--- src/design/wde_pkg.sv ---
// shared types, constants and helpers of the winternitz digit encoder
`default_nettype none

package wde_pkg;

   localparam int DIGIT_WIDTH_RESET        = 4;
   localparam int DIGEST_BYTES_RESET       = 32;
   localparam int MAX_DIGEST_BYTES_DEFAULT = 64;
   localparam int QUEUE_DEPTH              = 2;

   typedef enum logic [0:0] {
      CSR_DIGIT_WIDTH  = 1'b0,
      CSR_DIGEST_BYTES = 1'b1
   } csr_index_type;

   typedef enum logic {
      PH_MSG,
      PH_CHECK
   } phase_type;

   // one classified byte handed from the front to the back
   typedef struct packed {
      logic [7:0] data;
      logic [1:0] wlog;
      logic       done;
      logic [3:0] l2;
   } job_type;

   typedef struct packed {
      logic [7:0] digit;
      logic [9:0] index;
      logic       is_checksum;
      logic       last;
   } result_type;

   // log2 of the digit width after clamping down to 1, 2, 4 or 8
   function automatic logic [1:0] eff_wlog(input logic [3:0] w);
      logic [1:0] r;
      if (w >= 4'd8) begin
         r = 2'd3;
      end else if (w >= 4'd4) begin
         r = 2'd2;
      end else if (w >= 4'd2) begin
         r = 2'd1;
      end else begin
         r = 2'd0;
      end
      return r;
   endfunction

   function automatic logic [3:0] msb_pos(input logic [13:0] v);
      logic [3:0] p;
      p = 4'd0;
      for (int i = 0; i < 14; i++) begin
         if (v[i]) begin
            p = 4'(i);
         end
      end
      return p;
   endfunction

endpackage

`default_nettype wire

--- src/design/winternitz_digit_encoder.sv ---
// winternitz base-2^w digit encoder with checksum, top level
// path: each byte goes through the job queue, cur_ff and the result queue
// throughput: one digit per cycle from the single back-end digit unit while the
//   result queue has room; a byte gives 8/w digits, l2 more if it ends a digest
// reset: registers return to width 4 and length 32, counters and queues clear
`default_nettype none

module winternitz_digit_encoder
   import wde_pkg::*;
#(
   parameter int MAX_DIGEST_BYTES = MAX_DIGEST_BYTES_DEFAULT
) (
   input  wire logic        clock,
   input  wire logic        reset,
   // input queue
   input  wire logic        push,
   output logic             full,
   input  wire logic [7:0]  req_digest_byte,
   // result queue
   output logic             empty,
   input  wire logic        pop,
   output logic      [7:0]  rsp_digit,
   output logic      [9:0]  rsp_digit_index,
   output logic             rsp_is_checksum,
   output logic             rsp_last,
   // register port
   input  wire logic        psel,
   input  wire logic        penable,
   input  wire logic        pwrite,
   input  wire logic [2:0]  paddr,
   input  wire logic [31:0] pwdata,
   output logic      [31:0] prdata,
   output logic             pready
);

   logic [3:0]    digit_width_ff, digit_width_in;
   logic [6:0]    digest_bytes_ff, digest_bytes_in;
   csr_index_type csr_sel;
   logic          csr_wr;

   logic          enq, q_full, q_empty, q_pop;
   job_type       job, q_job;
   logic          res_valid, out_full;
   result_type    res, out_res;

   assign pready  = 1'b1;
   assign csr_sel = csr_index_type'(paddr[2]);
   assign csr_wr  = psel && penable && pwrite;

   always_comb begin
      digit_width_in  = digit_width_ff;
      digest_bytes_in = digest_bytes_ff;
      if (csr_wr) begin
         unique case (csr_sel)
            CSR_DIGIT_WIDTH:  digit_width_in  = pwdata[3:0];
            CSR_DIGEST_BYTES: digest_bytes_in = pwdata[6:0];
            default: begin
               digit_width_in = digit_width_ff;
            end
         endcase
      end
   end

   always_comb begin
      unique case (csr_sel)
         CSR_DIGIT_WIDTH:  prdata = 32'(digit_width_ff);
         CSR_DIGEST_BYTES: prdata = 32'(digest_bytes_ff);
         default:          prdata = '0;
      endcase
   end

   always_ff @(posedge clock) begin
      if (reset) begin
         digit_width_ff  <= 4'(DIGIT_WIDTH_RESET);
         digest_bytes_ff <= 7'(DIGEST_BYTES_RESET);
      end else begin
         digit_width_ff  <= digit_width_in;
         digest_bytes_ff <= digest_bytes_in;
      end
   end

   wde_front #(
      .MAX_DIGEST_BYTES(MAX_DIGEST_BYTES)
   ) u_front (
      .clock       (clock),
      .reset       (reset),
      .digit_width (digit_width_ff),
      .digest_bytes(digest_bytes_ff),
      .push        (push),
      .full        (q_full),
      .digest_byte (req_digest_byte),
      .enq         (enq),
      .job         (job)
   );

   wde_fifo #(
      .WIDTH($bits(job_type)),
      .DEPTH(QUEUE_DEPTH)
   ) u_job_q (
      .clock  (clock),
      .reset  (reset),
      .wr_en  (enq),
      .wr_data(job),
      .rd_en  (q_pop),
      .rd_data(q_job),
      .full   (q_full),
      .empty  (q_empty)
   );

   wde_back u_back (
      .clock    (clock),
      .reset    (reset),
      .q_empty  (q_empty),
      .q_job    (q_job),
      .q_pop    (q_pop),
      .out_full (out_full),
      .res_valid(res_valid),
      .res      (res)
   );

   wde_fifo #(
      .WIDTH($bits(result_type)),
      .DEPTH(QUEUE_DEPTH)
   ) u_out_q (
      .clock  (clock),
      .reset  (reset),
      .wr_en  (res_valid),
      .wr_data(res),
      .rd_en  (pop),
      .rd_data(out_res),
      .full   (out_full),
      .empty  (empty)
   );

   assign full            = q_full;
   assign rsp_digit       = out_res.digit;
   assign rsp_digit_index = out_res.index;
   assign rsp_is_checksum = out_res.is_checksum;
   assign rsp_last        = out_res.last;

endmodule

`default_nettype wire

--- src/design/wde_fifo.sv ---
// small synchronous fifo of packed words
`default_nettype none

module wde_fifo
   import wde_pkg::*;
#(
   parameter int WIDTH = 8,
   parameter int DEPTH = QUEUE_DEPTH
) (
   input  wire logic             clock,
   input  wire logic             reset,
   input  wire logic             wr_en,
   input  wire logic [WIDTH-1:0] wr_data,
   input  wire logic             rd_en,
   output logic      [WIDTH-1:0] rd_data,
   output logic                  full,
   output logic                  empty
);

   localparam int AW = (DEPTH > 1) ? $clog2(DEPTH) : 1;

   logic [WIDTH-1:0] mem_ff [DEPTH];
   logic [AW-1:0]    wr_ptr_ff, wr_ptr_in;
   logic [AW-1:0]    rd_ptr_ff, rd_ptr_in;
   logic [AW:0]      count_ff, count_in;
   logic             do_wr, do_rd;

   assign full    = (count_ff == (AW+1)'(DEPTH));
   assign empty   = (count_ff == '0);
   assign do_wr   = wr_en && !full;
   assign do_rd   = rd_en && !empty;
   assign rd_data = mem_ff[rd_ptr_ff];

   always_comb begin
      wr_ptr_in = wr_ptr_ff;
      rd_ptr_in = rd_ptr_ff;
      count_in  = count_ff;
      if (do_wr) begin
         wr_ptr_in = (wr_ptr_ff == AW'(DEPTH - 1)) ? '0 : wr_ptr_ff + AW'(1);
      end
      if (do_rd) begin
         rd_ptr_in = (rd_ptr_ff == AW'(DEPTH - 1)) ? '0 : rd_ptr_ff + AW'(1);
      end
      if (do_wr && !do_rd) begin
         count_in = count_ff + (AW+1)'(1);
      end else if (do_rd && !do_wr) begin
         count_in = count_ff - (AW+1)'(1);
      end
   end

   always_ff @(posedge clock) begin
      if (reset) begin
         wr_ptr_ff <= '0;
         rd_ptr_ff <= '0;
         count_ff  <= '0;
      end else begin
         wr_ptr_ff <= wr_ptr_in;
         rd_ptr_ff <= rd_ptr_in;
         count_ff  <= count_in;
      end
   end

   always_ff @(posedge clock) begin
      if (do_wr) begin
         mem_ff[wr_ptr_ff] <= wr_data;
      end
   end

endmodule

`default_nettype wire

--- src/design/wde_front.sv ---
// front end: accepts digest bytes, tracks the byte count, sizes the checksum
`default_nettype none

module wde_front
   import wde_pkg::*;
#(
   parameter int MAX_DIGEST_BYTES = MAX_DIGEST_BYTES_DEFAULT
) (
   input  wire logic       clock,
   input  wire logic       reset,
   input  wire logic [3:0] digit_width,
   input  wire logic [6:0] digest_bytes,
   input  wire logic       push,
   input  wire logic       full,
   input  wire logic [7:0] digest_byte,
   output logic            enq,
   output job_type         job
);

   logic [6:0]  bytes_seen_ff, bytes_seen_in;
   logic [6:0]  bs_next;
   logic [6:0]  len;
   logic [1:0]  wlog;
   logic [3:0]  w;
   logic [9:0]  l1;
   logic [17:0] v_wide;
   logic [13:0] v;
   logic        done;

   always_comb begin
      if (digest_bytes == 7'd0) begin
         len = 7'd1;
      end else if (digest_bytes > 7'(MAX_DIGEST_BYTES)) begin
         len = 7'(MAX_DIGEST_BYTES);
      end else begin
         len = digest_bytes;
      end
   end

   assign wlog   = eff_wlog(digit_width);
   assign w      = 4'd1 << wlog;
   // l1 = len*8/w, v = l1*(2^w-1); l2 is the number of base-2^w digits of v
   assign l1     = 10'(len) << (2'd3 - wlog);
   assign v_wide = (18'(l1) << w) - 18'(l1);
   assign v      = v_wide[13:0];

   assign bs_next = bytes_seen_ff + 7'd1;
   assign done    = (bs_next >= len);
   assign enq     = push && !full;

   always_comb begin
      job.data = digest_byte;
      job.wlog = wlog;
      job.done = done;
      job.l2   = (msb_pos(v) >> wlog) + 4'd1;
   end

   always_comb begin
      bytes_seen_in = bytes_seen_ff;
      if (enq) begin
         bytes_seen_in = done ? 7'd0 : bs_next;
      end
   end

   always_ff @(posedge clock) begin
      if (reset) begin
         bytes_seen_ff <= '0;
      end else begin
         bytes_seen_ff <= bytes_seen_in;
      end
   end

endmodule

`default_nettype wire

--- src/design/wde_back.sv ---
// back end: splits each byte into digits, keeps the checksum, emits checksum digits
`default_nettype none

module wde_back
   import wde_pkg::*;
(
   input  wire logic clock,
   input  wire logic reset,
   input  wire logic q_empty,
   input  wire job_type q_job,
   output logic      q_pop,
   input  wire logic out_full,
   output logic      res_valid,
   output result_type res
);

   phase_type   phase_ff, phase_in;
   logic        busy_ff, busy_in;
   logic [3:0]  cnt_ff, cnt_in;
   logic [13:0] csum_ff, csum_in;
   logic [9:0]  index_ff, index_in;
   job_type     cur_ff, cur_in;

   logic        step, fin, load;
   logic [3:0]  w;
   logic [7:0]  lmax;
   logic [6:0]  shamt;
   logic [13:0] src;
   logic [13:0] shifted;
   logic [7:0]  digit;

   assign w       = 4'd1 << cur_ff.wlog;
   assign lmax    = 8'((9'd1 << w) - 9'd1);
   assign shamt   = 7'(cnt_ff) << cur_ff.wlog;
   assign src     = (phase_ff == PH_CHECK) ? csum_ff : 14'(cur_ff.data);
   assign shifted = src >> shamt;
   assign digit   = shifted[7:0] & lmax;

   assign step = busy_ff && !out_full;
   assign fin  = step && (cnt_ff == 4'd0) && ((phase_ff == PH_CHECK) || !cur_ff.done);
   assign load = !q_empty && (!busy_ff || fin);

   assign q_pop     = load;
   assign res_valid = step;

   always_comb begin
      res.digit       = digit;
      res.index       = index_ff;
      res.is_checksum = (phase_ff == PH_CHECK);
      res.last        = (phase_ff == PH_CHECK) && (cnt_ff == 4'd0);
   end

   always_comb begin
      phase_in = phase_ff;
      busy_in  = busy_ff;
      cnt_in   = cnt_ff;
      csum_in  = csum_ff;
      index_in = index_ff;
      cur_in   = cur_ff;
      if (step) begin
         index_in = index_ff + 10'd1;
         unique case (phase_ff)
            PH_MSG: begin
               csum_in = csum_ff + 14'(lmax - digit);
               if (cnt_ff == 4'd0) begin
                  if (cur_ff.done) begin
                     phase_in = PH_CHECK;
                     cnt_in   = cur_ff.l2 - 4'd1;
                  end else begin
                     busy_in = 1'b0;
                  end
               end else begin
                  cnt_in = cnt_ff - 4'd1;
               end
            end
            PH_CHECK: begin
               if (cnt_ff == 4'd0) begin
                  // digest complete: start the next one from zero
                  busy_in  = 1'b0;
                  phase_in = PH_MSG;
                  csum_in  = '0;
                  index_in = '0;
               end else begin
                  cnt_in = cnt_ff - 4'd1;
               end
            end
            default: begin
               phase_in = PH_MSG;
            end
         endcase
      end
      if (load) begin
         busy_in  = 1'b1;
         phase_in = PH_MSG;
         cur_in   = q_job;
         cnt_in   = 4'd7 >> q_job.wlog;
      end
   end

   always_ff @(posedge clock) begin
      if (reset) begin
         phase_ff <= PH_MSG;
         busy_ff  <= 1'b0;
         cnt_ff   <= '0;
         csum_ff  <= '0;
         index_ff <= '0;
      end else begin
         phase_ff <= phase_in;
         busy_ff  <= busy_in;
         cnt_ff   <= cnt_in;
         csum_ff  <= csum_in;
         index_ff <= index_in;
      end
   end

   always_ff @(posedge clock) begin
      cur_ff <= cur_in;
   end

endmodule

`default_nettype wire
--- config.mk ---
export PLATFORM = sky130hd
export DESIGN_NAME = winternitz_digit_encoder
export DESIGN_NICKNAME = d
export VERILOG_FILES = /design/src/design/wde_pkg.sv /design/src/design/winternitz_digit_encoder.sv /design/src/design/wde_fifo.sv /design/src/design/wde_front.sv /design/src/design/wde_back.sv
export SDC_FILE = /design/constraint.sdc
export NUM_CORES = 1
export LEC_CHECK = 0
export BUFFER_PORTS_ARGS = -buffer_cell sky130_fd_sc_hd__buf_4
export CAP_MARGIN = 10
export CORE_MARGIN = 4
export CORE_UTILIZATION = 25
export CTS_CLUSTER_SIZE = 10
export DETAILED_ROUTE_END_ITERATION = 8
export GPL_TIMING_DRIVEN = 0
export SKIP_LAST_GASP = 1
export SYNTH_ARGS = -nofsm -noshare
export SYNTH_HDL_FRONTEND = slang
export SYNTH_SLANG_ARGS = --single-unit
--- constraint.sdc ---
create_clock -name clock -period 4.7 [get_ports clock]
set_input_delay 0.47 -clock clock [delete_from_list [all_inputs] [get_ports clock]]
set_output_delay 0.47 -clock clock [all_outputs]
set_load 0.05 [all_outputs]
==> results of run 1 <==
==> metal layers <==
layer / GRT usage, % / part of all wire (%)
met5: 0 / 0
met4: 2.79 / 1.6
met3: 2.57 / 5.4
met2: 19.1 / 48
met1: 15.8 / 45
==> power by group through the flow <==
stage                     registers, W  clock network (W)  logic [W]
after floorplan                0.00185                  0    0.00227
after global placement         0.00192                  0    0.00291
after detailed placement       0.00193                  0    0.00294
after CTS                      0.00191            0.00136    0.00302
after global routing           0.00194            0.00143    0.00354
final                          0.00191            0.00134    0.00323
==> flip-flops by register name, summed over array words and instances (netlist names), named ones only <==
register and cells:
digest_bytes_ff 7, digit_width_ff 4, u_back.busy_ff 1, u_back.cnt_ff 4, u_back.csum_ff 14, u_back.cur_ff 15
u_back.index_ff 10, u_back.phase_ff 1, u_front.bytes_seen_ff 7, u_job_q.count_ff 2, u_job_q.mem_ff 30, u_job_q.rd_ptr_ff 1
u_job_q.wr_ptr_ff 1, u_out_q.count_ff 2, u_out_q.mem_ff 40, u_out_q.rd_ptr_ff 1, u_out_q.wr_ptr_ff 1
==> area by class of cell <==
cell class | count | area (sq um) | share of cell area (%)
multi-input cells | 750 | 5310 | 46.9
flip-flops and latches | 143 | 3710 | 32.8
well taps | 468 | 586 | 5.17
repair buffers | 73 | 563 | 4.97
clock buffers | 18 | 450 | 3.98
plain buffers | 69 | 413 | 3.65
inverters | 39 | 155 | 1.37
clock inverters | 14 | 134 | 1.18
==> stage by stage <==
step                      area (sq um)  hold slack (ns)  std cells
final                            11300            0.224       1574
after detailed placement         10300            0.462       1526
after global placement           10300            0.456       1524
after global routing             11300            0.201       1574
after floorplan                   9330            0.420       1005
after CTS                        11100            0.211       1569
==> cells in the final DEF (no fill, tap or decap), types with 22 or more instances in the layout <==
cell      netlist  layout
edfxtp_1       85      85
nor2_1         97      94
inv_1          35      35
o21ai_0        46      37
nand3_1        30      30
nor3_1         27      24
ha_1           40      38
a21oi_1        59      55
dfxtp_1        58      58
mux2_2         42      40
buf_4          27      99
conb_1          2      32
nand2_1        79      78
clkbuf_1       33      22
==> timing repair <==
action,4_1_cts,5_1_grt
buffers inserted,11,8
gates cloned,0,0
resized for setup,28,57
pin swaps,7,20
setup endpoints to repair,15,14
==> worst min-delay path by stage <==
stage / from / to / slack (ns) / cells past startpoint
global placement: u_front.bytes_seen_ff[6] / u_front.bytes_seen_ff[6] / 0.46 / 2
floorplan: u_back.phase_ff / u_out_q.mem_ff[0][1] / 0.42 / 0
global route: req_digest_byte[2] / u_job_q.mem_ff[0][9] / 0.20 / 1
CTS: req_digest_byte[2] / u_job_q.mem_ff[0][9] / 0.21 / 1
finish: req_digest_byte[2] / u_job_q.mem_ff[0][9] / 0.22 / 1
detailed placement: u_front.bytes_seen_ff[6] / u_front.bytes_seen_ff[6] / 0.46 / 2
==> kinds of logic after synthesis <==
group	after synthesis
AO/OA/AOI/OAI	234
XOR/XNOR	37
adder cells (fa/ha/maj)	42
buffers and inverters	112
flip-flops	143
multiplexers	70
other	2
AND/OR/NAND/NOR	335
==> flow_results.xml, run 1 <==
<?xml version="1.0" encoding="UTF-8"?>
<metrics>
  <group name="synthesis">
    <metric name="synth_area_leader_cell" unit="">edfxtp_1</metric>
    <metric name="synth.lib_cells_used.distinct" unit="">83</metric>
    <metric name="yosys.area_share.xor_xnor" unit="%">3.52</metric>
    <metric name="post_synth_main_area_contributors" unit="">edfxtp_1 (28%), dfxtp_1 (13%), ha_1 (5.4%), mux2_2 (5.1%), nor2_1 (4.0%)</metric>
    <metric name="synth_largest_type_area_fraction" unit="%">27.7</metric>
    <metric name="synth.yosys.warnings" unit="">0</metric>
    <metric name="synth_simple_gate_area_share" unit="%">18.2</metric>
    <metric name="syn_inst" unit="">975</metric>
    <metric name="yosys.area_share.adder" unit="%">5.87</metric>
    <metric name="synth_ff_type" unit="">edfxtp_1</metric>
    <metric name="postSynthAreaPerCell" unit="sq um">9.44</metric>
    <metric name="synth_commonest_cells" unit="">nor2_1 (97), edfxtp_1 (85), nand2_1 (79), a21oi_1 (59), dfxtp_1 (58)</metric>
    <metric name="synth_async_sr_flop_share" unit="%">0</metric>
    <metric name="number_of_flops_mapped_to_enable_cells_by_yosys" unit="">85</metric>
    <metric name="synth.yosys.seq_area_share" unit="%">40.4</metric>
    <metric name="synth_top_family_by_area" unit="">simple AND/OR/NAND/NOR gates</metric>
    <metric name="post-synth-top-count-cell" unit="">nor2_1</metric>
    <metric name="mappedNetlistArea" unit="sq mm">0.00920</metric>
    <metric name="synth_compound_gate_area_share" unit="%">17.0</metric>
    <metric name="yosys-mux-area-fraction" unit="%">9.00</metric>
    <metric name="yosys_register_bits" unit="">143</metric>
  </group>
  <group name="finish">
    <metric name="final.fill_count" unit="">3795</metric>
    <metric name="numnets_final" unit="">1185</metric>
    <metric name="insertedDiodeCount" unit="">0</metric>
    <metric name="fraction_of_layout_instances_using_a_drive_strength_above_1" unit="%">22.8</metric>
    <metric name="layout.core_utilization" unit="%">31.1</metric>
    <metric name="syn2layout_area_growth" unit="%">23.0</metric>
  </group>
  <group name="route">
    <metric name="vias" unit="">7697</metric>
    <metric name="routed_wirelength" unit="microns">23600</metric>
    <metric name="first_drt_pass_iteration_count" unit="">5</metric>
    <metric name="avgViaCountPerCell" unit="">4.89</metric>
    <metric name="drcViolationCount" unit="">0</metric>
    <metric name="drt.antenna.violating_nets" unit="">0</metric>
    <metric name="detailedRoute.firstIterationViolations" unit="">620</metric>
    <metric name="wire_per_inst" unit="microns">15.0</metric>
  </group>
  <group name="place">
    <metric name="place_worst_setup_slack" unit="ns">-0.852</metric>
    <metric name="place.gp.congestion" unit="">0.917</metric>
    <metric name="detailed_place_hpwl" unit="microns">17100</metric>
    <metric name="port-buffer-count" unit="">51</metric>
  </group>
  <group name="status">
    <metric name="status" unit="">finished clean</metric>
  </group>
  <group name="critical_path">
    <metric name="worst_setup_path_end_kind" unit="">flop</metric>
    <metric name="cp_max_fo" unit="">5</metric>
    <metric name="worstPathRequired" unit="ns">5.08</metric>
    <metric name="endpoint_of_the_lowest_slack_register_to_register_path" unit="">u_back.csum_ff[13]</metric>
    <metric name="critPathSlowestCell" unit="">edfxtp_1</metric>
    <metric name="path_cells" unit="">buf_6 -&gt; mux2i_4 -&gt; nor2_4 -&gt; mux4_2 -&gt; and2_4 -&gt; o21a_1 -&gt; a21oi_2 -&gt; a211oi_2 -&gt; o21bai_4 -&gt; ha_4 -&gt; ha_4 -&gt; a21o_1 -&gt; a21o_1 -&gt; a2111oi_4 -&gt; o31ai_4 -&gt; o41ai_4 -&gt; o21ai_2 -&gt; nor4b_2 -&gt; mux2_4 -&gt; a311o_1</metric>
    <metric name="reg2reg_setup_slack" unit="ns">0.10</metric>
    <metric name="path_depth" unit="">20</metric>
    <metric name="timing.rr.start" unit="">u_back.cur_ff[5]</metric>
    <metric name="timing_worst_setup_path_type" unit="">reg -&gt; reg</metric>
    <metric name="endpoint" unit="">u_back.csum_ff[13]</metric>
    <metric name="timing.critical_path.slowest_cell_delay" unit="ns">0.49</metric>
    <metric name="worst-r2r-cell-count" unit="">20</metric>
    <metric name="start_kind" unit="">flop</metric>
    <metric name="cp.arrival" unit="ns">4.98</metric>
    <metric name="path_delay_family" unit="">compound AO/OA/AOI/OAI gates</metric>
    <metric name="worstSetupStartpoint" unit="">u_back.cur_ff[5]</metric>
    <metric name="path_buf_inv" unit="">1</metric>
  </group>
  <group name="power_and_ir_drop">
    <metric name="p_switching" unit="W">0.00275</metric>
    <metric name="switching_share" unit="%">42.3</metric>
    <metric name="power.density" unit="mW/mm^2">573</metric>
    <metric name="share_clk_of_total_power" unit="%">20.7</metric>
    <metric name="leakage" unit="nW">4.36</metric>
    <metric name="ir_drop" unit="uV">284</metric>
    <metric name="power.internal" unit="W">0.00374</metric>
    <metric name="combinationalPowerShare" unit="%">49.9</metric>
    <metric name="share_of_power_burned_in_registers" unit="%">29.5</metric>
    <metric name="totalPowerFinal" unit="W">0.00648</metric>
  </group>
  <group name="sta">
    <metric name="pnr_worst_setup_slack" unit="ns">0.101</metric>
    <metric name="final.setup_skew" unit="ns">0.0171</metric>
    <metric name="relSlewSlack" unit="%">34.3</metric>
    <metric name="tns" unit="ns">0</metric>
    <metric name="layout_min_cycle_time" unit="ns">4.60</metric>
    <metric name="fin_crit_sh" unit="%">97.8</metric>
    <metric name="worst_slew_pin_slew" unit="ns">0.985</metric>
    <metric name="drv_slew" unit="">0</metric>
    <metric name="finalHoldViolations" unit="">0</metric>
    <metric name="grt_setup_unrepaired" unit="">true</metric>
    <metric name="max_clock_freq" unit="MHz">217</metric>
    <metric name="report.final.setup_viol" unit="">0</metric>
  </group>
  <group name="global_routing">
    <metric name="grt_antenna_before_repair" unit="">0</metric>
    <metric name="grt_first_pass_wirelength" unit="microns">37800</metric>
    <metric name="track_usage" unit="%">11.6</metric>
    <metric name="number_of_global_route_vias_before_repair" unit="">7204</metric>
    <metric name="globalRouteOverflowTotal" unit="">0</metric>
    <metric name="grt_start_max_net_pins" unit="">25</metric>
  </group>
  <group name="clock_tree">
    <metric name="worst_skew_late_latency" unit="ns">0.44</metric>
    <metric name="cts.reportedPaths.clkPinSlew" unit="ns">0.07</metric>
    <metric name="cts_made_buffers" unit="">17</metric>
    <metric name="tritoncts_clock_tree" unit="">built</metric>
    <metric name="cts_max_level" unit="">4</metric>
    <metric name="cts_root_buffer" unit="">clkbuf_16</metric>
    <metric name="hold_buffers" unit="">0</metric>
    <metric name="clock_sink_count" unit="">143</metric>
    <metric name="clockBufferDepth" unit="">2</metric>
  </group>
  <group name="floorplanning">
    <metric name="die_area" unit="sq mm">0.0399</metric>
    <metric name="die_w" unit="microns">200</metric>
    <metric name="die_y" unit="microns">200</metric>
    <metric name="floorplan.io_pins" unit="">105</metric>
    <metric name="rows" unit="">70</metric>
    <metric name="initial_utilization" unit="%">25.3</metric>
    <metric name="placeableCoreArea" unit="sq mm">0.0364</metric>
  </group>
  <group name="min_path">
    <metric name="timing.hold.worst.class" unit="">in -&gt; reg</metric>
  </group>
  <group name="flow_run">
    <metric name="maxCapViolations" unit="">0</metric>
  </group>
</metrics>
Power figures use the tool's default switching activity.
==> run 2: changes to the inputs <==
- CORE_MARGIN: 4 -> 3
- SLEW_MARGIN: not set -> 20
- SYNTH_HIERARCHICAL: not set -> 1
==> flow_results.xml, run 2 <==
<?xml version="1.0" encoding="UTF-8"?>
<metrics>
  <group name="sta">
    <metric name="tns" unit="ns">0</metric>
    <metric name="drv_slew" unit="">0</metric>
    <metric name="final.setup_skew" unit="ns">0.0163</metric>
    <metric name="layout_min_cycle_time" unit="ns">4.47</metric>
    <metric name="relSlewSlack" unit="%">34.7</metric>
    <metric name="worst_slew_pin_slew" unit="ns">0.979</metric>
    <metric name="fin_crit_sh" unit="%">95.2</metric>
    <metric name="report.final.setup_viol" unit="">0</metric>
    <metric name="pnr_worst_setup_slack" unit="ns">0.227</metric>
    <metric name="grt_setup_unrepaired" unit="">false</metric>
    <metric name="max_clock_freq" unit="MHz">224</metric>
    <metric name="finalHoldViolations" unit="">0</metric>
  </group>
  <group name="synthesis">
    <metric name="post-synth-top-count-cell" unit="">nor2_1</metric>
    <metric name="synth_area_leader_cell" unit="">edfxtp_1</metric>
    <metric name="yosys_register_bits" unit="">143</metric>
    <metric name="syn_inst" unit="">960</metric>
    <metric name="synth.lib_cells_used.distinct" unit="">102</metric>
    <metric name="synth_top_family_by_area" unit="">compound AO/OA/AOI/OAI gates</metric>
    <metric name="synth.yosys.warnings" unit="">6</metric>
    <metric name="yosys.area_share.adder" unit="%">5.69</metric>
    <metric name="synth_simple_gate_area_share" unit="%">16.9</metric>
    <metric name="synth.yosys.seq_area_share" unit="%">39.1</metric>
    <metric name="synth_largest_type_area_fraction" unit="%">26.9</metric>
    <metric name="postSynthAreaPerCell" unit="sq um">9.90</metric>
    <metric name="post_synth_main_area_contributors" unit="">edfxtp_1 (27%), dfxtp_1 (12%), mux2_2 (5.7%), ha_1 (5.3%), nor2_1 (3.6%)</metric>
    <metric name="yosys-mux-area-fraction" unit="%">10.5</metric>
    <metric name="number_of_flops_mapped_to_enable_cells_by_yosys" unit="">85</metric>
    <metric name="synth_ff_type" unit="">edfxtp_1</metric>
    <metric name="yosys.area_share.xor_xnor" unit="%">3.32</metric>
    <metric name="synth_async_sr_flop_share" unit="%">0</metric>
    <metric name="synth_commonest_cells" unit="">nor2_1 (92), edfxtp_1 (85), dfxtp_1 (58), nand2_1 (54), a21oi_1 (53)</metric>
    <metric name="synth_compound_gate_area_share" unit="%">17.0</metric>
    <metric name="mappedNetlistArea" unit="sq mm">0.00950</metric>
  </group>
  <group name="floorplanning">
    <metric name="die_y" unit="microns">201</metric>
    <metric name="initial_utilization" unit="%">25.6</metric>
    <metric name="die_area" unit="sq mm">0.0404</metric>
    <metric name="rows" unit="">70</metric>
    <metric name="placeableCoreArea" unit="sq mm">0.0370</metric>
    <metric name="floorplan.io_pins" unit="">105</metric>
    <metric name="die_w" unit="microns">201</metric>
  </group>
  <group name="clock_tree">
    <metric name="worst_skew_late_latency" unit="ns">0.43</metric>
    <metric name="tritoncts_clock_tree" unit="">built</metric>
    <metric name="clock_sink_count" unit="">143</metric>
    <metric name="clockBufferDepth" unit="">2</metric>
    <metric name="hold_buffers" unit="">0</metric>
    <metric name="cts_made_buffers" unit="">17</metric>
    <metric name="cts.reportedPaths.clkPinSlew" unit="ns">0.07</metric>
    <metric name="cts_max_level" unit="">4</metric>
    <metric name="cts_root_buffer" unit="">clkbuf_16</metric>
  </group>
  <group name="finish">
    <metric name="layout.cells.most_common" unit="">buf_4</metric>
    <metric name="design_area" unit="sq mm">0.0114</metric>
    <metric name="insertedDiodeCount" unit="">0</metric>
    <metric name="syn2layout_area_growth" unit="%">19.5</metric>
    <metric name="numnets_final" unit="">1151</metric>
    <metric name="reg.largest.list" unit="">u_out_q/mem_ff x40, u_job_q/mem_ff x30, u_back/cur_ff x15</metric>
    <metric name="fraction_of_layout_instances_using_a_drive_strength_above_1" unit="%">26.1</metric>
    <metric name="final.fill_count" unit="">3837</metric>
    <metric name="layout_common_cells" unit="">buf_4 (93), nor2_1 (91), edfxtp_1 (85)</metric>
    <metric name="largest_register" unit="">u_out_q/mem_ff</metric>
    <metric name="number_of_flip_flops_under_the_largest_register_name" unit="">40</metric>
    <metric name="layout.core_utilization" unit="%">30.6</metric>
  </group>
  <group name="critical_path">
    <metric name="worst_setup_path_end_kind" unit="">flop</metric>
    <metric name="critPathSlowestCell" unit="">edfxtp_1</metric>
    <metric name="path_cells" unit="">buf_6 -&gt; or3b_1 -&gt; buf_2 -&gt; mux2_2 -&gt; nor3b_1 -&gt; o31ai_1 -&gt; a211o_1 -&gt; o21ai_2 -&gt; ha_1 -&gt; buf_4 -&gt; ha_1 -&gt; a21o_1 -&gt; a21oi_1 -&gt; o211ai_1 -&gt; nand3_1 -&gt; a31oi_1 -&gt; xor2_1 -&gt; or3_1 -&gt; a31oi_1</metric>
    <metric name="start_kind" unit="">flop</metric>
    <metric name="timing.critical_path.slowest_cell_delay" unit="ns">0.37</metric>
    <metric name="path_buf_inv" unit="">3</metric>
    <metric name="timing_worst_setup_path_type" unit="">reg -&gt; reg</metric>
    <metric name="worstPathRequired" unit="ns">5.06</metric>
    <metric name="cp.arrival" unit="ns">4.83</metric>
    <metric name="cp_max_fo" unit="">9</metric>
    <metric name="path_delay_family" unit="">compound AO/OA/AOI/OAI gates</metric>
  </group>
  <group name="power_and_ir_drop">
    <metric name="power.internal" unit="W">0.00356</metric>
    <metric name="share_clk_of_total_power" unit="%">21.5</metric>
    <metric name="leakage" unit="nW">4.36</metric>
    <metric name="totalPowerFinal" unit="W">0.00620</metric>
    <metric name="power.density" unit="mW/mm^2">546</metric>
    <metric name="switching_share" unit="%">42.5</metric>
    <metric name="p_switching" unit="W">0.00263</metric>
    <metric name="combinationalPowerShare" unit="%">48.4</metric>
    <metric name="share_of_power_burned_in_registers" unit="%">30.1</metric>
    <metric name="ir_drop" unit="uV">273</metric>
  </group>
  <group name="route">
    <metric name="first_drt_pass_iteration_count" unit="">6</metric>
    <metric name="vias" unit="">7394</metric>
    <metric name="drcViolationCount" unit="">0</metric>
    <metric name="drt.antenna.violating_nets" unit="">0</metric>
    <metric name="wire_per_inst" unit="microns">14.3</metric>
    <metric name="routed_wirelength" unit="microns">22600</metric>
    <metric name="detailedRoute.firstIterationViolations" unit="">487</metric>
    <metric name="avgViaCountPerCell" unit="">4.69</metric>
  </group>
  <group name="global_routing">
    <metric name="number_of_global_route_vias_before_repair" unit="">7055</metric>
    <metric name="global_routing_met3_resource_utilization" unit="%">2.45</metric>
    <metric name="track_usage" unit="%">11.1</metric>
    <metric name="globalRouteOverflowTotal" unit="">0</metric>
    <metric name="grt_start_max_net_pins" unit="">24</metric>
    <metric name="grt_antenna_before_repair" unit="">0</metric>
    <metric name="most_heavily_used_metal_layer_in_global_routing" unit="">met2</metric>
    <metric name="groute.layer.met1.usage" unit="%">14.4</metric>
    <metric name="met2_usage" unit="%">18.6</metric>
    <metric name="grt_first_pass_wirelength" unit="microns">36900</metric>
  </group>
  <group name="status">
    <metric name="status" unit="">finished clean</metric>
  </group>
  <group name="place">
    <metric name="postPlaceCellArea" unit="sq mm">0.0105</metric>
    <metric name="port-buffer-count" unit="">42</metric>
    <metric name="detailed_place_hpwl" unit="microns">17000</metric>
    <metric name="place_worst_setup_slack" unit="ns">-0.342</metric>
    <metric name="place.gp.congestion" unit="">0.896</metric>
  </group>
  <group name="min_path">
    <metric name="timing.hold.worst.class" unit="">in -&gt; reg</metric>
  </group>
  <group name="flow_run">
    <metric name="maxCapViolations" unit="">0</metric>
  </group>
</metrics>
run 2: cell types whose count changed after synthesis, sizes merged, moves of 6 or more:
cell     change
nand3        -9
nand2b      +14
o21ai       -13
buf         +28
clkbuf      -21
and3         -6
o2111ai      +7
mux2         +7
nand2       -24
a32oi        -7
run 2: stage by stage:
step / cells / hold WS [ns]
final: 1576 / 0.226
after detailed placement: 1532 / 0.465
after floorplan: 986 / 0.434
after global placement: 1532 / 0.453
after global routing: 1576 / 0.203
after CTS: 1569 / 0.200
run 2: path summary, 6_finish.rpt:
| check | from | end | slack [ns] | cells after the start |
|---|---|---|---|---|
| setup reg to reg | u_back/cur_ff[5] | u_back/csum_ff[13] | 0.23 | 19 |
| hold reg to reg | u_front/bytes_seen_ff[6] | u_front/bytes_seen_ff[6] | 0.47 | 2 |
| setup / recovery | u_back/cur_ff[5] | u_back/csum_ff[13] | 0.23 | 19 |
| hold / removal | req_digest_byte[1] | u_job_q/mem_ff[1][8] | 0.23 | 1 |
run 2: cell families (layout without fill, tap and decap cells):
kind of cell | after synthesis | count (layout)
fa+ha+maj | 42 | 42
other cells | 6 | 32
buf+inv | 120 | 206
flops | 143 | 143
xor+xnor | 36 | 36
compound gates | 225 | 225
simple gates | 305 | 305
mux | 83 | 83
run 2: layout make-up:
type / count / area, sq um / share of cell area (%)
repair buffers: 54 / 405 / 3.57
multi-input cells: 723 / 5300 / 46.6
plain buffers: 80 / 547 / 4.82
clock inverters: 15 / 175 / 1.54
inverters: 40 / 153 / 1.34
clock buffers: 17 / 425 / 3.75
well taps: 504 / 631 / 5.55
flip-flops and latches: 143 / 3720 / 32.8
run 2: power by group through the flow:
stage                     clock network, W  logic [W]  registers (W)
after global routing               0.00142    0.00329        0.00190
after global placement                   0    0.00287        0.00188
final                              0.00133    0.00300        0.00186
after floorplan                          0    0.00226        0.00182
after detailed placement                 0    0.00290        0.00189
after CTS                          0.00137    0.00293        0.00187
run 2: routing by layer:
metal / part of all wire, % / routed length [microns]
met1: 45 / 10200
met2: 49 / 11000
met3: 4.0 / 912
met4: 2.0 / 448
met5: 0 / 0
run 2: what timing repair did:
action                                  CTS  global route
pin swaps                                 4             9
endpoints found under the setup margin    9            15
setup buffers                             5             7
gates resized for setup                  11            35
==> run 3: changes to the inputs <==
- clock period: 4.7 -> 4.6 ns (I/O delays scaled with it)
==> flow_results.xml, run 3 (synthesized netlist as in run 2, its figures left out) <==
<?xml version="1.0" encoding="UTF-8"?>
<metrics>
  <group name="status">
    <metric name="status" unit="">finished clean</metric>
  </group>
  <group name="sta">
    <metric name="fin_crit_sh" unit="%">95.8</metric>
    <metric name="final.setup_skew" unit="ns">0.0168</metric>
    <metric name="drv_slew" unit="">0</metric>
    <metric name="relSlewSlack" unit="%">33.8</metric>
    <metric name="finalHoldViolations" unit="">0</metric>
    <metric name="max_clock_freq" unit="MHz">227</metric>
    <metric name="hold-worst-slack" unit="ns">0.217</metric>
    <metric name="report.final.setup_viol" unit="">0</metric>
    <metric name="layout_min_cycle_time" unit="ns">4.41</metric>
    <metric name="worst_slew_pin_slew" unit="ns">0.993</metric>
    <metric name="tns" unit="ns">0</metric>
  </group>
  <group name="route">
    <metric name="detailedRoute.firstIterationViolations" unit="">492</metric>
    <metric name="wire_per_inst" unit="microns">14.5</metric>
    <metric name="drt.antenna.violating_nets" unit="">0</metric>
    <metric name="drcViolationCount" unit="">0</metric>
    <metric name="avgViaCountPerCell" unit="">4.72</metric>
    <metric name="vias" unit="">7462</metric>
    <metric name="first_drt_pass_iteration_count" unit="">5</metric>
    <metric name="routed_wirelength" unit="microns">22900</metric>
  </group>
  <group name="floorplanning">
    <metric name="floorplan.io_pins" unit="">105</metric>
    <metric name="placeableCoreArea" unit="sq mm">0.0370</metric>
    <metric name="rows" unit="">70</metric>
    <metric name="die_w" unit="microns">201</metric>
    <metric name="die_y" unit="microns">201</metric>
    <metric name="die_area" unit="sq mm">0.0404</metric>
    <metric name="initial_utilization" unit="%">25.6</metric>
  </group>
  <group name="global_routing">
    <metric name="track_usage" unit="%">11.2</metric>
    <metric name="grt_antenna_before_repair" unit="">0</metric>
    <metric name="number_of_global_route_vias_before_repair" unit="">7113</metric>
    <metric name="grt_first_pass_wirelength" unit="microns">37100</metric>
    <metric name="grt_start_max_net_pins" unit="">24</metric>
    <metric name="globalRouteOverflowTotal" unit="">0</metric>
  </group>
  <group name="clock_tree">
    <metric name="hold_buffers" unit="">0</metric>
    <metric name="cts_root_buffer" unit="">clkbuf_16</metric>
    <metric name="cts.reportedPaths.clkPinSlew" unit="ns">0.07</metric>
    <metric name="cts_max_level" unit="">4</metric>
    <metric name="cts_made_buffers" unit="">17</metric>
    <metric name="tritoncts_clock_tree" unit="">built</metric>
    <metric name="worst_skew_late_latency" unit="ns">0.43</metric>
    <metric name="clock_sink_count" unit="">143</metric>
    <metric name="clockBufferDepth" unit="">2</metric>
  </group>
  <group name="finish">
    <metric name="layout.core_utilization" unit="%">31.0</metric>
    <metric name="number_of_flip_flops_under_the_largest_register_name" unit="">40</metric>
    <metric name="largest_register" unit="">u_out_q/mem_ff</metric>
    <metric name="final.fill_count" unit="">3821</metric>
    <metric name="syn2layout_area_growth" unit="%">20.8</metric>
    <metric name="multi_input_comb_area" unit="sq mm">0.00536</metric>
    <metric name="layout_common_cells" unit="">buf_4 (99), nor2_1 (91), edfxtp_1 (85)</metric>
    <metric name="insertedDiodeCount" unit="">0</metric>
    <metric name="design_area" unit="sq mm">0.0115</metric>
    <metric name="layout.cells.most_common" unit="">buf_4</metric>
    <metric name="fraction_of_layout_instances_using_a_drive_strength_above_1" unit="%">27.6</metric>
    <metric name="reg.largest.list" unit="">u_out_q/mem_ff x40, u_job_q/mem_ff x30, u_back/cur_ff x15</metric>
    <metric name="numnets_final" unit="">1157</metric>
    <metric name="register_area" unit="sq mm">0.00372</metric>
  </group>
  <group name="power_and_ir_drop">
    <metric name="leakage" unit="nW">4.42</metric>
    <metric name="ir_drop" unit="uV">279</metric>
    <metric name="totalPowerFinal" unit="W">0.00642</metric>
    <metric name="power.density" unit="mW/mm^2">559</metric>
  </group>
  <group name="critical_path">
    <metric name="critPathSlowestCell" unit="">dfxtp_4</metric>
    <metric name="path_cells" unit="">buf_8 -&gt; a21oi_4 -&gt; inv_4 -&gt; mux2_2 -&gt; nand2_2 -&gt; nor2_1 -&gt; o31ai_2 -&gt; ha_1 -&gt; buf_4 -&gt; a211oi_1 -&gt; nor2_1 -&gt; or3_1 -&gt; a311oi_2 -&gt; o22a_1 -&gt; o21ai_0 -&gt; a211oi_2 -&gt; o21ai_0 -&gt; a21oi_1 -&gt; ha_1 -&gt; xnor2_2</metric>
    <metric name="cp_max_fo" unit="">10</metric>
    <metric name="timing_worst_setup_path_type" unit="">reg -&gt; reg</metric>
    <metric name="cp.arrival" unit="ns">4.58</metric>
    <metric name="path_buf_inv" unit="">3</metric>
    <metric name="worst_setup_path_end_kind" unit="">flop</metric>
    <metric name="worstPathRequired" unit="ns">4.77</metric>
    <metric name="start_kind" unit="">flop</metric>
    <metric name="timing.critical_path.slowest_cell_delay" unit="ns">0.38</metric>
    <metric name="path_delay_family" unit="">compound AO/OA/AOI/OAI gates</metric>
  </group>
  <group name="place">
    <metric name="port-buffer-count" unit="">42</metric>
    <metric name="postPlaceCellArea" unit="sq mm">0.0105</metric>
    <metric name="detailed_place_hpwl" unit="microns">17000</metric>
    <metric name="place.gp.congestion" unit="">0.896</metric>
  </group>
  <group name="min_path">
    <metric name="timing.hold.worst.class" unit="">in -&gt; reg</metric>
  </group>
  <group name="flow_run">
    <metric name="maxCapViolations" unit="">0</metric>
  </group>
</metrics>
## run 3: cell types whose count changed in the layout (fill, tap and decap cells not counted), sizes merged
cell / before / now
buf: 122 / 128
## run 3: path summary, 6_finish.rpt
path / cells after the start / end / startpoint / slack (ns)
max: 20 / u_job_q/mem_ff[0][2] / digit_width_ff[3] / 0.19
min: 1 / u_job_q/mem_ff[1][8] / req_digest_byte[1] / 0.22
max reg2reg: 20 / u_job_q/mem_ff[0][2] / digit_width_ff[3] / 0.19
min reg2reg: 2 / u_front/bytes_seen_ff[6] / u_front/bytes_seen_ff[6] / 0.47
## run 3: power breakdown
part	total, W	switching, W	internal (W)	leakage, nW
registers	0.00191	0.000172	0.00174	1.26
logic	0.00315	0.00192	0.00123	2.88
clock network	0.00136	0.000632	0.000729	0.282
total	0.00642	0.00273	0.00369	4.42
## run 3: what timing repair did
item	CTS	global route
hold endpoints to repair	0	0
setup endpoints to repair	10	17
setup buffers	11	7
resized for setup	19	46
pin swaps	8	12
## run 3: area by class of cell
cell class / count / area share [%]
multi-input cells: 723 / 46.7
flip-flops and latches: 143 / 32.5
well taps: 504 / 5.49
plain buffers: 80 / 4.85
repair buffers: 60 / 3.92
clock buffers: 17 / 3.71
clock inverters: 15 / 1.53
inverters: 40 / 1.33
## run 3: through the flow
stage          std cells  setup WS (ns)
2_1_floorplan        986          0.307
3_3_place_gp        1532         -0.424
3_5_place_dp        1532         -0.442
4_1_cts             1575       -0.00512
5_1_grt             1582        -0.0325
6_report            1582          0.191
## run 3: per-layer routing
metal  vias up  global-route usage, %  wire, microns
met4         0                   3.46            439
met1      3555                   14.4          10300
met5         -                      0              0
li1       3699                      -              -
met2       184                   18.7          11100
met3        24                   2.45           1030
